## src/sv/dtps_pkg.sv

```systemverilog
// Shared types and constants for the depth-tested point splat core.
// No dependencies.
package dtps_pkg;

  localparam int COORD_W   = 16;
  localparam int DEPTH_W   = 16;
  localparam int FACE_W    = 3;
  localparam int SCAN_W    = 12;
  localparam int ENTRY_W   = FACE_W + DEPTH_W;
  // Wide enough for any linear pixel index and the cell count itself.
  localparam int IDX_EXT_W = 17;

  typedef enum logic {
    OP_PLOT = 1'b0,
    OP_SCAN = 1'b1
  } op_t;

  // One pixel as held in the store.
  typedef struct packed {
    logic [FACE_W-1:0]         face;
    logic signed [DEPTH_W-1:0] depth;
  } entry_t;

  // Control carried with an item from address stage to update stage.
  typedef struct packed {
    op_t  op;
    logic in_range;
  } item_ctl_t;

endpackage

```

## src/sv/dtps_index.sv

```systemverilog
// Pixel address generation: floors the point coordinates onto the grid,
// or range-checks a scan index. Depends on dtps_pkg.
module dtps_index #(
  parameter int GRID_ROWS = 64,
  parameter int GRID_COLS = 64,
  parameter int FRAC_BITS = 8
) (
  input  dtps_pkg::op_t                       operation,
  input  logic signed [dtps_pkg::COORD_W-1:0] horiz_coord,
  input  logic signed [dtps_pkg::COORD_W-1:0] vert_coord,
  input  logic [dtps_pkg::SCAN_W-1:0]         scan_index,
  output logic [$clog2(GRID_ROWS*GRID_COLS)-1:0] addr,
  output logic                                in_range
);
  import dtps_pkg::*;

  localparam int CELLS  = GRID_ROWS * GRID_COLS;
  localparam int ADDR_W = $clog2(CELLS);
  localparam logic signed [17:0] ROW_CTR  = 18'(GRID_ROWS / 2);
  localparam logic signed [17:0] COL_CTR  = 18'(GRID_COLS / 2);
  localparam logic signed [17:0] ROW_LIM  = 18'(GRID_ROWS);
  localparam logic signed [17:0] COL_LIM  = 18'(GRID_COLS);
  localparam logic [IDX_EXT_W-1:0] CELL_LIM = IDX_EXT_W'(CELLS);

  logic signed [COORD_W-1:0] vert_fl;
  logic signed [COORD_W-1:0] horiz_fl;
  logic signed [17:0]        row_s;
  logic signed [17:0]        col_s;
  logic                      plot_ok;
  logic [ADDR_W-1:0]         plot_addr;
  logic [IDX_EXT_W-1:0]      scan_ext;

  // Arithmetic shift is floor division by the fixed-point scale.
  always_comb begin
    vert_fl   = vert_coord >>> FRAC_BITS;
    horiz_fl  = horiz_coord >>> FRAC_BITS;
    row_s     = 18'(vert_fl) + ROW_CTR;
    col_s     = 18'(horiz_fl) + COL_CTR;
    plot_ok   = (row_s >= 18'sd0) && (row_s < ROW_LIM) &&
                (col_s >= 18'sd0) && (col_s < COL_LIM);
    plot_addr = row_s[ADDR_W-1:0] * ADDR_W'(GRID_COLS) + col_s[ADDR_W-1:0];
    scan_ext  = IDX_EXT_W'(scan_index);
  end

  // Select by operation.
  always_comb begin
    case (operation)
      OP_PLOT: begin
        addr     = plot_addr;
        in_range = plot_ok;
      end
      OP_SCAN: begin
        addr     = scan_ext[ADDR_W-1:0];
        in_range = scan_ext < CELL_LIM;
      end
      default: begin
        addr     = '0;
        in_range = 1'b0;
      end
    endcase
  end

endmodule

```

## config.mk

```make
export PLATFORM = sky130hd
export DESIGN_NAME = dtps_index
export DESIGN_NICKNAME = d
export VERILOG_FILES = /design/src/sv/dtps_pkg.sv /design/src/sv/dtps_index.sv
export SDC_FILE = /design/constraint.sdc
export NUM_CORES = 1
export LEC_CHECK = 0
export BUFFER_PORTS_ARGS = -buffer_cell sky130_fd_sc_hd__buf_2
export CORE_AREA = 5 5 42 44
export DETAILED_ROUTE_END_ITERATION = 10
export DIE_AREA = 0 0 47 49
export PLACE_DENSITY_LB_ADDON = 0.05
export SKIP_LAST_GASP = 1
export SYNTH_ARGS = -nofsm -noshare
export SYNTH_HDL_FRONTEND = slang
export SYNTH_SLANG_ARGS = --single-unit
export TNS_END_PERCENT = 30
```

## constraint.sdc

```tcl
create_clock -name vclk -period 1.8
set_clock_uncertainty 0.05 [all_clocks]
set_input_delay 0.09 -clock vclk [all_inputs]
set_output_delay 0.09 -clock vclk [all_outputs]
set_load 0.01 [all_outputs]
```

Word level (Yosys, flattened, before mapping)
Cells that the tools add are included.

Register bits: 0. Input port bits: 45. Word-level logic and storage cells: 14.

$add $sub $neg: 3. Magnitude comparators: 5. Mux-type cells: 2. Bitwise operators: 1. Reduce and logical (&&, ||, !) cells: 3.

Operator list (number): case mux 12 bit (2 select lines) (1); adder 8 x 7 -> 9 bit (second input constant) (2); >= comparator 9 x 1 -> 1 bit (second input constant) (2); < comparator 9 x 8 -> 1 bit (second input constant) (2); < comparator 12 x 13 -> 1 bit (second input constant) (1); adder 12 bit (1); logical AND 1 bit (3); case mux 1 bit (2 select lines) (1); inverter 1 bit (1).

Longest topological paths before layout
Gate-level depths: netlist of the first run.

Depth in word-level cells: 6. Gate-level depth with buffers: 7. Mapped depth without buffers: 7.

Worst setup path before layout of the first run
OpenSTA, ideal clock, no wires.

Path kind: input port to output port. Start: input horiz_coord[13] (netlist name). End: output addr[10]. Arrival time: 1668 ps. Required time: 1660 ps. Slack: -8 ps. Cell stages on the path: 7. Cell sequence: ha_1 > ha_1 > fa_1 > a21o_1 > a21oi_1 > xor2_1 > o21ai_0.

Cells in the longest elaborated chain, start to end: 3.

RTL lines: start: declaration (line dtps_index.sv:9) `input logic signed [dtps_pkg::COORD_W-1:0] horiz_coord,`; adder 8 x 7 -> 9 bit (line dtps_index.sv:38) `col_s = 18'(horiz_fl) + COL_CTR;`; adder 12 bit (line dtps_index.sv:41) `plot_addr = row_s[ADDR_W-1:0] * ADDR_W'(GRID_COLS) + col_s[ADDR_W-1:0];`; case mux 12 bit (2 select lines) (line dtps_index.sv:47) `case (operation)`; end: declaration (line dtps_index.sv:12) `output logic [$clog2(GRID_ROWS*GRID_COLS)-1:0] addr,`.

No other way between the ends.

Worst setup path after layout of the first run
Start: input horiz_coord[13] (netlist name). End: output addr[11].

Same word-level chain as after synthesis.

==> results of run 1 <==
-- layer usage --
layer | global-route usage (%) | vias to the layer above | wire length (um)
li1 | - | 269 | -
met1 | 14.95 | 216 | 494
met2 | 16.97 | 33 | 494
met3 | 1.845 | 0 | 169
met4 | 0 | 0 | 0
met5 | 0 | - | 0
-- worst paths after layout --
check | startpoint | end | slack (ns) | cells after the start
worst max-delay path | horiz_coord[13] | addr[11] | 0.02 | 9
worst min-delay path | scan_index[5] | addr[5] | 0.42 | 4
-- cells by family after synthesis --
group                    Yosys count
AO/OA/AOI/OAI                     13
XOR/XNOR                           5
adder cells (fa/ha/maj)            8
buffers and inverters              2
multiplexers                       7
AND/OR/NAND/NOR                   12
-- power by group through the flow --
stage | sequential, mW | combinational, mW | clock (mW)
after floorplan | 0 | 0.120 | 0
after global routing | 0 | 0.251 | 0
final | 0 | 0.222 | 0
after CTS | 0 | 0.223 | 0
after global placement | 0 | 0.212 | 0
after detailed placement | 0 | 0.212 | 0
-- cell type report --
type / count / area, um^2 / share of cell area [%]
multi-input cells: 45 / 435.4 / 61.27
well taps: 16 / 20.02 / 2.817
repair buffers: 48 / 255.2 / 35.92
-- placed cells by master, fill, tap and decap left out, drive strengths merged, types with 2 or more instances in the layout --
cell type / n
ha: 7
o21ai: 4
mux2: 7
nand3: 2
buf: 48
a21oi: 3
xor2: 4
a21o: 2
nand2: 6
-- critical path, cell delays in order --
cell and delay [ns]:
buf_2 0.12, ha_4 0.18, xor2_4 0.19, ha_1 0.27, a21o_1 0.12, nand4_1 0.11
and4_2 0.24, o31ai_2 0.15, buf_2 0.16
-- through the flow --
stage	hold WS, ns	power (mW)	TNS [ns]
finish	0.4213	0.2216	0
floorplan	0.2435	0.1197	0
global route	0.4478	0.2514	-0.1781
detailed placement	0.4239	0.2120	-0.3626
global placement	0.4156	0.2123	-0.4044
CTS	0.4281	0.2227	0
-- timing repair --
item                       CTS  global route
hold buffers                 0             0
setup endpoints to repair    3             3
pin swaps                    2             0
resized for setup            5             1
==> summary.txt, run 1 <==
critical-path maximum fanout: 3
Routability Congestion: 0.7200
Cells after Synth: 47
MaxCap Viol Count: 0
I/O pin total: 58
Final Cell Area: 710.7 um^2
grt ovf: 0
HPWL Detailed: 1.028 mm
largest net degree at the start of global routing: 19
Startpoint Class: primary input
XOR/XNOR share of the synthesized area: 12.69%
number of sequential cells: 0
post-layout util: 50.71%
mux contribution to synthesized area: 19.50%
Reg power frac: 0%
Net Sw Power: 0.1010 mW
Crit path arrival time: 1.64 ns
Mean Syn Cell Area: 8.599 um^2
Setup Buffers After CTS: 0
cell taking the most area after synthesis: ha_1
Synth Area in Simple Gates: 15.17%
sequential area share after synthesis: 0%
DRT Wirelength: 1.158 mm
main combinational cell family by area after synthesis: adder cells
clock share of power: 0%
First-pass DRT Iterations: 2
final cycle utilization of the critical path: 98.67%
gr usage total: 10.42%
Critical Path End Type: output port
Peak VDD IR: 0.1354 mV
Synthesized Nets: 100
most area-consuming cells after synthesis: ha_1, mux2_2, xor2_1
vias post-DR: 518
Post-Syn Area: 404.1 um^2
Sw Ratio: 45.56%
Layout area overhead: 75.85%
Ant. Diodes: 0
Fillers: 143
compound-gate portion of the synthesized area: 23.84%
first-pass GRT wire length: 1.952 mm
Residual DRC: 0
Lkg Pwr: 0.3714 nW
final-report max-slew violation count: 0
Unique masters post-synth: 21
Yosys warnings: 0
status: finished, final reports clean
Max transition margin: 78.51%
PD cells: 311.8 nW/um^2
Max Freq: 563.0 MHz
Pint: 0.1206 mW
min cycle time layout: 1.776 ns
Via density: 4.752
post-synth top area share: 21.67%
Std-Cell Rows: 14
Nets: 148
Worst Setup Slack, final: 0.02393 ns
number of clock buffers in the layout: 0
required time of the critical path: 1.66 ns
combinational share of power: 100.0%
Area after DPL: 670.6 um^2
Setup Viol. Count Final: 0
I/O Buffers: 42
Die H: 49 um
post-route ant nets: 0
initial antenna violation count: 0
final std cells w/o fill: 109
Hold Path Class: in2out
Initial Utilization: 28.84%
Fin. Hold Viols: 0
die width: 47 um
share of layout cells above drive strength 1: 69.89%
vias in the first global route: 500
Reg area: 0 um^2
Placeable Area: 1401 um^2
worst setup path category: in2out
die area: 2303 um^2
RSZ-0062 raised after global routing: true
Starting DRT DRC Count: 2
adder-cell share of the synthesized area: 26.63%
worst slew pin tran: 0.3224 ns
post-place setup slack: -0.1820 ns
drt wl/cell: 10.62 um
DP Cell Count: 109
Synth top cells by count: ha_1, mux2_2, nand2_1
No activity file was read; power rests on OpenSTA's default activity.
==> run 2: changes to the inputs <==
Settings changed: CORE_AREA 5 5 42 44 to unset, CORE_MARGIN set to 5, CORE_UTILIZATION set to 29, DIE_AREA 0 0 47 49 to unset.
Clock period 1.8 ns to 1.5 ns, I/O delays scaled along.
==> summary.txt, run 2 (synthesis results as in run 1) <==
Starting DRT DRC Count: 0
required time of the critical path: 1.37 ns
critical-path maximum fanout: 2
Die H: 47.33 um
GR peak layer: met2
I/O pin total: 58
Lkg Pwr: 0.4045 nW
combinational share of power: 100.0%
RSZ-0062 raised after global routing: true
die area: 2240 um^2
MaxCap Viol Count: 0
grt ovf: 0
clock share of power: 0%
crit-path cells: buf_6, ha_4, ha_4, fa_2, a21o_1, a21oi_2, xor2_1, o21ai_2, buf_2
Reg power frac: 0%
largest net degree at the start of global routing: 19
gr usage total: 10.99%
Startpoint Class: primary input
Area after DPL: 742.0 um^2
I/O Buffers: 42
final cycle utilization of the critical path: 115.0%
HPWL Detailed: 1.075 mm
Pint: 0.1678 mW
CP max stage delay: 0.34 ns
GR Util met3: 0.7663%
commonest non-fill, non-tap cell in the layout: buf_2
status: finished, violations left
GR Util met1: 15.51%
Via density: 4.558
first-pass GRT wire length: 1.897 mm
post-layout util: 58.78%
number of sequential cells: 0
die width: 47.33 um
Residual DRC: 0
Setup Viol. Count Final: 5
Placeable Area: 1318 um^2
PD cells: 382.5 nW/um^2
family with the most delay on the worst path: adder cells
Final Cell Area: 774.5 um^2
initial antenna violation count: 0
min cycle time layout: 1.726 ns
failing checks: setup timing
vias post-DR: 515
Std-Cell Rows: 13
Critical Path End Type: output port
Net Sw Power: 0.1284 mW
Sw Ratio: 43.36%
most frequent cells in the layout: buf_2, buf_4, mux2_2
vias in the first global route: 473
number of clock buffers in the layout: 0
post-route ant nets: 0
Peak VDD IR: 0.1559 mV
final-report max-slew violation count: 0
worst slew pin tran: 0.3568 ns
CP max-delay cell: fa_2
DRT Wirelength: 1.205 mm
Worst Setup Slack, final: -0.2255 ns
Max transition margin: 76.21%
Routability Congestion: 0.7915
share of layout cells above drive strength 1: 72.45%
Ant. Diodes: 0
Nets: 153
Hold Path Class: in2out
Initial Utilization: 30.67%
worst path buffer plus inverter count: 2
hold_buf cts: 0
Reg area: 0 um^2
First-pass DRT Iterations: 1
setup TNS: -0.5971 ns
Crit path arrival time: 1.60 ns
drt wl/cell: 10.66 um
CP most frequent cell: ha_4
Fillers: 137
Fin. Hold Viols: 0
worst setup path category: in2out
Global Route met2 Usage: 19.25%
Layout area overhead: 91.64%
Max Freq: 579.5 MHz
-- run 2: what timing repair did --
item | 4_1_cts | 5_1_grt
buffers inserted | 1 | 0
gates resized for setup | 5 | 0
pin swaps | 8 | 2
endpoints found under the setup margin | 5 | 5
-- run 2: power by group through the flow --
stage	Clock (mW)	Combinational, mW	Sequential, mW
2_1_floorplan	0	0.160	0
3_3_place_gp	0	0.288	0
3_5_place_dp	0	0.288	0
4_1_cts	0	0.303	0
5_1_grt	0	0.332	0
6_report	0	0.296	0
-- run 2: final cells by class --
type	count	area (um^2)	area share, %
Tap cell	15	18.77	2.423
Timing Repair Buffer	53	305.3	39.42
Multi-Input combinational cell	45	450.4	58.16
-- run 2: worst paths after layout --
kind / from / slack (ns) / end / cells past startpoint
worst max-delay path: horiz_coord[14] / -0.23 / addr[10] / 9
worst min-delay path: scan_index[10] / 0.38 / addr[10] / 4
-- run 2: worst min-delay path: stages --
cell and delay, ns:
buf_2 0.07, nand2_1 0.05, o21ai_2 0.04, buf_2 0.12
-- run 2: through the flow --
step                hold slack, ns  power (mW)  worst slack [ns]  instances
global route                0.3960      0.3324           -0.3149        113
finish                      0.3798      0.2962           -0.2255        113
CTS                         0.3867      0.3033           -0.2627        113
detailed placement          0.3861      0.2877           -0.3177        112
global placement            0.3856      0.2877           -0.3112        112
floorplan                   0.2102      0.1604          -0.03059         47
-- run 2: layer usage --
metal  vias to the layer above  part of all wire [%]
li1                        278                     -
met1                       218                    43
met2                        19                    47
met3                         0                   9.5
met4                         0                     0
met5                         -                     0
==> run 3: changes to the inputs <==
Settings changed: CORE_MARGIN 5 to unset.
==> summary.txt, run 3 (synthesis results as in run 1) <==
status: finished, violations left
failing checks: setup timing
die width: 39.33 um
worst setup path category: in2out
PD cells: 385.6 nW/um^2
I/O Buffers: 42
largest net degree at the start of global routing: 19
grt ovf: 0
hold_buf cts: 0
Max Freq: 581.2 MHz
drt wl/cell: 10.76 um
Std-Cell Rows: 13
Placeable Area: 1301 um^2
vias post-DR: 535
Critical Path End Type: output port
critical-path maximum fanout: 2
Worst Setup Slack, final: -0.2207 ns
Initial Utilization: 31.06%
die area: 1547 um^2
MaxCap Viol Count: 0
final std cells w/o fill: 111
gr usage total: 14.91%
Max transition margin: 77.99%
worst slew pin tran: 0.3302 ns
DP Cell Count: 110
Starting DRT DRC Count: 4
vias in the first global route: 444
Via density: 4.820
post-route ant nets: 0
Layout area overhead: 92.88%
number of cells on the worst hold path: 4
HPWL Detailed: 1.012 mm
Hold Path Origin: scan_index[10]
most frequent cells in the layout: buf_2, buf_4, mux2_2
First-pass DRT Iterations: 3
Crit path arrival time: 1.60 ns
required time of the critical path: 1.37 ns
Fin. Hold Viols: 0
WHS Endpoint: addr[10]
Ant. Diodes: 0
Hold Path Class: in2out
final cycle utilization of the critical path: 114.7%
post-place setup slack: -0.3153 ns
Die H: 39.33 um
Setup Viol. Count Final: 5
Peak VDD IR: 0.1806 mV
commonest non-fill, non-tap cell in the layout: buf_2
Residual DRC: 0
min cycle time layout: 1.721 ns
first-pass GRT wire length: 1.649 mm
number of sequential cells: 0
I/O pin total: 58
RSZ-0062 raised after global routing: true
Lkg Pwr: 0.3974 nW
DRT Wirelength: 1.194 mm
initial antenna violation count: 0
Fillers: 127
Startpoint Class: primary input
Reg area: 0 um^2
share of layout cells above drive strength 1: 72.92%
final-report max-slew violation count: 0
number of clock buffers in the layout: 0
Nets: 151
Routability Congestion: 0.6269
==> run 3: how the worst max path moves through the flow <==
stage                          from        to  depth (start not counted)  slack (ns)
floorplan           horiz_coord[13]  addr[10]                          7       -0.03
global placement    horiz_coord[13]  addr[10]                          9       -0.30
detailed placement  horiz_coord[13]  addr[10]                          9       -0.32
CTS                 horiz_coord[14]  addr[10]                          9       -0.26
global route        horiz_coord[13]  addr[11]                          9       -0.30
finish              horiz_coord[13]  addr[10]                          9       -0.22
==> run 3: cell type report <==
type	instances	area [um^2]	area share, %
well taps	15	18.77	2.408
repair buffers	51	297.8	38.20
multi-input cells	45	462.9	59.39
==> run 3: repair_timing <==
| action | CTS | global route |
|---|---|---|
| resized for setup | 6 | 2 |
| pin swaps | 9 | 8 |
| endpoints found under the hold margin | 0 | 0 |
| setup buffers | 1 | 0 |
| setup endpoints to repair | 5 | 5 |
==> run 3: where the power goes <==
part | total, mW | switching, mW | internal [mW] | leakage, nW
Sequential | 0 | 0 | 0 | 0
Combinational | 0.301 | 0.132 | 0.168 | 0.397
Clock | 0 | 0 | 0 | 0
==> run 3: metal layers <==
metal  vias to the layer above  track usage [%]  share of wire [%]
li1                        275                -                  -
met1                       237            17.41                 42
met2                        23            31.25                 52
met3                         0                0                5.7
met4                         0                0                  0
met5                         -                0                  0
==> run 3: worst max-delay path, stage by stage <==
cell and delay, ns:
buf_8 0.10, ha_4 0.24, ha_4 0.16, fa_2 0.33, a21o_1 0.17, a21oi_2 0.14, xor2_1 0.18, o21ai_2 0.06
buf_2 0.14
==> run 3: metrics by stage <==
step | setup TNS [ns] | util, % | cell area (um^2) | hold slack (ns) | power, mW
final | -0.6658 | 59.90 | 779.5 | 0.3792 | 0.3006
after global routing | -1.101 | 59.90 | 779.5 | 0.4194 | 0.3336
after floorplan | -0.03540 | - | 446.7 | 0.2102 | 0.1604
after CTS | -0.6885 | 58.65 | 763.2 | 0.3846 | 0.2973
after detailed placement | -1.081 | 55.87 | 726.9 | 0.3840 | 0.2811
after global placement | -1.056 | 55.87 | 726.9 | 0.3817 | 0.2774
